--- src/rtl/core/mpdfa_pkg.sv ---
package mpdfa_pkg;

  localparam int unsigned REQ_W     = 3;
  localparam int unsigned STATE_W   = 12;
  localparam int unsigned BYTE_W    = 8;
  localparam int unsigned CNT_W     = 5;
  localparam int unsigned LIST_W    = 13;
  localparam int unsigned PID_W     = 12;
  localparam int unsigned END_POS_W = 32;

  localparam int unsigned STATE_TOTAL  = 1 << STATE_W;
  localparam int unsigned ALPHABET     = 1 << BYTE_W;
  localparam int unsigned LIST_DEPTH   = 1 << LIST_W;
  localparam int unsigned PID_TOTAL    = 1 << PID_W;
  localparam int unsigned TRANS_DEPTH  = STATE_TOTAL * ALPHABET;
  localparam int unsigned TRANS_AW     = STATE_W + BYTE_W;

  localparam logic [CNT_W-1:0] MAX_OUTPUTS = CNT_W'(16);

  localparam logic [REQ_W-1:0] REQ_LOAD_TRANS = 3'd0;
  localparam logic [REQ_W-1:0] REQ_LOAD_OUT   = 3'd1;
  localparam logic [REQ_W-1:0] REQ_LOAD_LIST  = 3'd2;
  localparam logic [REQ_W-1:0] REQ_LOAD_REMAP = 3'd3;
  localparam logic [REQ_W-1:0] REQ_SCAN       = 3'd4;

  typedef struct packed {
    logic [REQ_W-1:0]   req_type;
    logic [STATE_W-1:0] state_index;
    logic [BYTE_W-1:0]  byte_value;
    logic [STATE_W-1:0] next_state;
    logic [CNT_W-1:0]   out_count;
    logic [LIST_W-1:0]  out_offset;
    logic [LIST_W-1:0]  list_index;
    logic [PID_W-1:0]   local_pid;
    logic [PID_W-1:0]   global_id;
    logic               text_end;
  } req_t;

  typedef struct packed {
    logic [END_POS_W-1:0] end_pos;
    logic [PID_W-1:0]     match_pid;
    logic                 last_match;
  } res_t;

  typedef struct packed {
    logic                trans_en;
    logic [TRANS_AW-1:0] trans_addr;
    logic                info_en;
    logic [STATE_W-1:0]  info_addr;
    logic                list_en;
    logic [LIST_W-1:0]   list_addr;
    logic                remap_en;
    logic [PID_W-1:0]    remap_addr;
  } tbl_rd_t;

  typedef struct packed {
    logic [STATE_W-1:0] next_state;
    logic [CNT_W-1:0]   match_count;
    logic [LIST_W-1:0]  match_offset;
    logic [PID_W-1:0]   local_pid;
    logic [PID_W-1:0]   global_id;
  } tbl_rdata_t;

endpackage

--- src/rtl/core/mpdfa_seq.sv ---
module mpdfa_seq #(
  parameter int unsigned POSITION_BITS = 32
) (
  input  logic                  clk_i,
  input  logic                  rst_ni,
  input  logic                  start_i,
  input  mpdfa_pkg::req_t       req_i,
  output logic                  busy_o,
  output logic                  load_en_o,
  output mpdfa_pkg::tbl_rd_t    rd_o,
  input  mpdfa_pkg::tbl_rdata_t rdata_i,
  output logic                  res_valid_o,
  output mpdfa_pkg::res_t       res_o
);

  typedef enum logic [4:0] {
    S_IDLE  = 5'b00001,
    S_TRANS = 5'b00010,
    S_INFO  = 5'b00100,
    S_REMAP = 5'b01000,
    S_EMIT  = 5'b10000
  } seq_state_e;

  seq_state_e                     state_q, state_d;
  logic [mpdfa_pkg::STATE_W-1:0]  cur_state_q, cur_state_d;
  logic [POSITION_BITS-1:0]       pos_q, pos_d;
  logic                           text_end_q, text_end_d;
  logic [mpdfa_pkg::CNT_W-1:0]    n_q, n_d;
  logic [mpdfa_pkg::CNT_W-1:0]    k_q, k_d;
  logic [mpdfa_pkg::LIST_W-1:0]   off_q, off_d;
  logic [mpdfa_pkg::CNT_W-1:0]    n_sat;
  logic                           last_hit;
  logic                           finish;
  logic [mpdfa_pkg::END_POS_W-1:0] end_pos;

  assign busy_o    = (state_q != S_IDLE);
  assign load_en_o = start_i && !busy_o && (req_i.req_type != mpdfa_pkg::REQ_SCAN);

  assign n_sat = (rdata_i.match_count > mpdfa_pkg::MAX_OUTPUTS) ?
                 mpdfa_pkg::MAX_OUTPUTS : rdata_i.match_count;
  assign last_hit = ((k_q + mpdfa_pkg::CNT_W'(1)) == n_q);

  always_comb begin
    state_d     = state_q;
    cur_state_d = cur_state_q;
    pos_d       = pos_q;
    text_end_d  = text_end_q;
    n_d         = n_q;
    k_d         = k_q;
    off_d       = off_q;
    rd_o        = '0;
    res_valid_o = 1'b0;
    finish      = 1'b0;

    case (state_q)
      S_IDLE: begin
        if (start_i && req_i.req_type == mpdfa_pkg::REQ_SCAN) begin
          rd_o.trans_en   = 1'b1;
          rd_o.trans_addr = {cur_state_q, req_i.byte_value};
          text_end_d      = req_i.text_end;
          state_d         = S_TRANS;
        end
      end
      S_TRANS: begin
        cur_state_d    = rdata_i.next_state;
        rd_o.info_en   = 1'b1;
        rd_o.info_addr = rdata_i.next_state;
        state_d        = S_INFO;
      end
      S_INFO: begin
        n_d   = n_sat;
        off_d = rdata_i.match_offset;
        k_d   = '0;
        if (n_sat == '0) begin
          finish  = 1'b1;
          state_d = S_IDLE;
        end else begin
          rd_o.list_en   = 1'b1;
          rd_o.list_addr = rdata_i.match_offset;
          state_d        = S_REMAP;
        end
      end
      S_REMAP: begin
        rd_o.remap_en   = 1'b1;
        rd_o.remap_addr = rdata_i.local_pid;
        state_d         = S_EMIT;
      end
      S_EMIT: begin
        res_valid_o = 1'b1;
        if (last_hit) begin
          finish  = 1'b1;
          state_d = S_IDLE;
        end else begin
          k_d            = k_q + mpdfa_pkg::CNT_W'(1);
          rd_o.list_en   = 1'b1;
          rd_o.list_addr = off_q + mpdfa_pkg::LIST_W'(k_q) + mpdfa_pkg::LIST_W'(1);
          state_d        = S_REMAP;
        end
      end
      default: begin
        state_d = S_IDLE;
      end
    endcase

    if (finish) begin
      if (text_end_q) begin
        cur_state_d = '0;
        pos_d       = '0;
      end else if (pos_q != '1) begin
        pos_d = pos_q + POSITION_BITS'(1);
      end
    end
  end

  always_ff @(posedge clk_i or negedge rst_ni) begin
    if (!rst_ni) begin
      state_q     <= S_IDLE;
      cur_state_q <= '0;
      pos_q       <= '0;
      text_end_q  <= 1'b0;
      n_q         <= '0;
      k_q         <= '0;
    end else begin
      state_q     <= state_d;
      cur_state_q <= cur_state_d;
      pos_q       <= pos_d;
      text_end_q  <= text_end_d;
      n_q         <= n_d;
      k_q         <= k_d;
    end
  end

  always_ff @(posedge clk_i) begin
    off_q <= off_d;
  end

  if (POSITION_BITS >= mpdfa_pkg::END_POS_W) begin : g_pos_trunc
    assign end_pos = pos_q[mpdfa_pkg::END_POS_W-1:0];
  end else begin : g_pos_ext
    assign end_pos = {{(mpdfa_pkg::END_POS_W - POSITION_BITS){1'b0}}, pos_q};
  end

  assign res_o.end_pos    = end_pos;
  assign res_o.match_pid  = rdata_i.global_id;
  assign res_o.last_match = last_hit;

endmodule

--- config.mk ---
export PLATFORM = sky130hd
export DESIGN_NAME = mpdfa_seq
export DESIGN_NICKNAME = d
export VERILOG_FILES = /design/src/rtl/core/mpdfa_pkg.sv /design/src/rtl/core/mpdfa_seq.sv
export SDC_FILE = /design/constraint.sdc
export NUM_CORES = 1
export LEC_CHECK = 0
export BUFFER_PORTS_ARGS = -buffer_cell sky130_fd_sc_hd__buf_2
export CORE_MARGIN = 4
export CORE_UTILIZATION = 45
export DETAILED_ROUTE_END_ITERATION = 10
export GPL_TIMING_DRIVEN = 0
export PLACE_DENSITY = 0.85
export SLEW_MARGIN = 20
export SYNTH_ARGS = -nofsm -noshare
export SYNTH_HDL_FRONTEND = slang
export SYNTH_SLANG_ARGS = --single-unit
--- constraint.sdc ---
create_clock -name clk_i -period 3.5 [get_ports clk_i]
set_clock_uncertainty 0.2 [all_clocks]
set_input_delay 0.7 -clock clk_i [delete_from_list [all_inputs] [get_ports clk_i]]
set_output_delay 0.7 -clock clk_i [all_outputs]
set_load 0.1 [all_outputs]
==> reports/results.ini <==
[cts]
clock_latency_ns=0.36
cts_tree=yes
numCtsBuffers=9
h-tree-depth=3
cts_hold_buf=0
cts.sinks=73
cts_root_buf=clkbuf_8
clk_path_buf_depth=2
clk_pin_slew_ns=0.09

[place]
dp.cells=798
dp_hpwl_mm=10.0
placed_area_sq_um=5590
routabilityCongestion=0.867
io_buffers=165

[worst_setup_path]
cp-end-kind=primary output
crit_required_ns=2.60
path_class=flip-flop to primary output
worstPathArrival_ns=2.69
critPathMaxFanout=4
critPathLaunchType=flip-flop

[timing]
worstMarginPinSlew_ns=0.806
fmax_mhz=279
period_needed_ns=3.59
slew-limit-headroom_pct=46.3
fin_crit_sh_pct=102
finalMaxSlewViolations=0
fin_ws_ns=-0.0865
timing.hold.ws_ns=0.201
hold_violations=0
finalSetupViolCount=6
rsz0062_at_grt=yes

[floorplanning]
fp-row-count=35
core_area_sq_um=9370
io_pins=257
fp.dieW_um=107
start_util_pct=47.1
die_y_um=107
dieArea_sq_um=11500

[grt]
grt_max_degree=61
grt_pass1_wl_mm=21.7
antenna_found_initial=0
first_global_vias=4444
grt_use_total_pct=23.6
grt-ovfl-total=0

[logic_synthesis]
synth_flop_cell=dfrtp_1
syn_area_sq_um=4410
syn_inst=504
ys_warn_count=0
async_reset_ff_share_pct=82.2
yosys.area.top_type_share_pct=33.5
synth_commonest_cells=nand2_1, dfrtp_1, and2_1
yosysMostFrequentCell=nand2_1
synth_area_per_cell_sq_um=8.75
syn_nets=660
ys_seq_area_share_pct=42.9
yosysTopAreaCell=dfrtp_1
synth_edf_count=13
synth_cell_type_count=55
ys_ff_latch=73
netlist_top_cells_area=dfrtp_1, edfxtp_1, nand2_1

[layout]
final_area_sq_um=6100
drive_gt1_share_pct=39.3
antenna_cells=0
final_nets=845
area_growth_pct=38.3
fin_util_pct=65.1
finalNonFillerCells=823
fill_cells=770

[routing]
viasPerCell=5.61
wl_mm=14.1
drc=0
met3_length_mm=1.11
vias=4618
wire_per_inst_um=17.1
route.met2.wl_mm=7.22
dr.max_layer_used=met4
dr.pass1.iters=5
initialDrtViolationCount=314
m1WireLength_mm=5.43
final_antenna_net_count=0

[pwr]
vdd_drop_max_v=0.000170
total_power_mw=2.09
leakage_nw=2.94
power_density_nw_per_um2=343

[flow_run]
timing.max_cap.violations=0

[outcome]
violations=setup timing
status=finished with violations

[hold_path]
hp-class=input pin to async pin

repair_timing:
| action | in CTS | in global routing |
|---|---|---|
| pin swaps | 8 | 4 |
| resized for setup | 48 | 20 |
| setup buffers | 5 | 4 |
| endpoints found under the setup margin | 12 | 25 |
| endpoints found under the hold margin | 0 | 0 |
power by group:
group / total (mW) / internal (mW) / switching, mW
registers: 0.928 / 0.898 / 0.0298
clock network: 0.705 / 0.374 / 0.331
logic: 0.460 / 0.147 / 0.313
critical path: stages (launching register included):
cell	delay (ns)
dfrtp_2	0.43
inv_2	0.08
ha_4	0.13
inv_2	0.03
fa_2	0.35
a21o_1	0.18
a21o_1	0.20
a21oi_4	0.29
nor2b_1	0.14
xnor2_2	0.17
o21ai_4	0.15
buf_12	0.19
final cells by class:
| type | instances | area (sq um) | share of cell area, % |
|---|---|---|---|
| inverters | 25 | 104 | 1.70 |
| flip-flops and latches | 73 | 1890 | 31.1 |
| plain buffers | 34 | 226 | 3.71 |
| repair buffers | 174 | 1030 | 16.9 |
| multi-input cells | 372 | 2480 | 40.6 |
| clock buffers | 12 | 156 | 2.56 |
| well taps | 129 | 161 | 2.65 |
| clock inverters | 4 | 50.0 | 0.821 |
cell families (layout without fill, tap and decap cells):
group                      after synthesis  after routing  share of synthesized area, %
AOI/OAI and AO/OA                      140            140                          20.5
xor gates and xnor gates                15             15                          2.98
adders and majority gates                8              8                          2.44
buffers and inverters                   59            249                          6.41
DFF                                     73             73                          42.9
muxes                                    1              1                         0.255
and+or+nand+nor                        208            208                          24.5
flip-flops by register name (all words and copies together), names as in the netlist:
register,flops
cur_state_q,12
end_pos,32
k_q,5
n_q,5
off_q,13
state_q,5
text_end_q,1
worst paths after layout:
path                                to  slack (ns)         from  depth (start not counted)
max                           rd_o[19]       -0.09       k_q[0]                         11
max reg2reg                end_pos[29]        0.19       k_q[0]                         11
min reg2reg                end_pos[28]        0.31  end_pos[28]                          1
max in group asynchronous       k_q[0]        2.32       rst_ni                          1
min in group clk_i         end_pos[28]        0.31  end_pos[28]                          1
min                             k_q[2]        0.20       rst_ni                          1
through the flow:
| step | worst slack, ns | TNS, ns |
|---|---|---|
| 3_5_place_dp | -0.355 | -2.93 |
| 5_1_grt | -0.158 | -0.953 |
| 3_3_place_gp | -0.283 | -2.18 |
| 2_1_floorplan | -0.135 | -0.801 |
| 4_1_cts | -0.0178 | -0.0427 |
| 6_report | -0.0865 | -0.311 |
metal layers:
metal / vias up / global-route usage (%)
li1: 2155 / -
met1: 2210 / 28.7
met2: 226 / 41.1
met3: 27 / 4.88
met4: 0 / 8.68
met5: - / 0
layout by cell type, fill, tap and decap left out, types with 18 or more instances in the layout:
cell type  count
o21ai_0       18
a21oi_1       28
nand3_1       18
inv_1         20
nor2_1        28
o21ai_1       23
buf_2        144
buf_4         28
nand2_1       65
dfrtp_1       58
o31ai_1       22
Power figures use the tool's default switching activity.
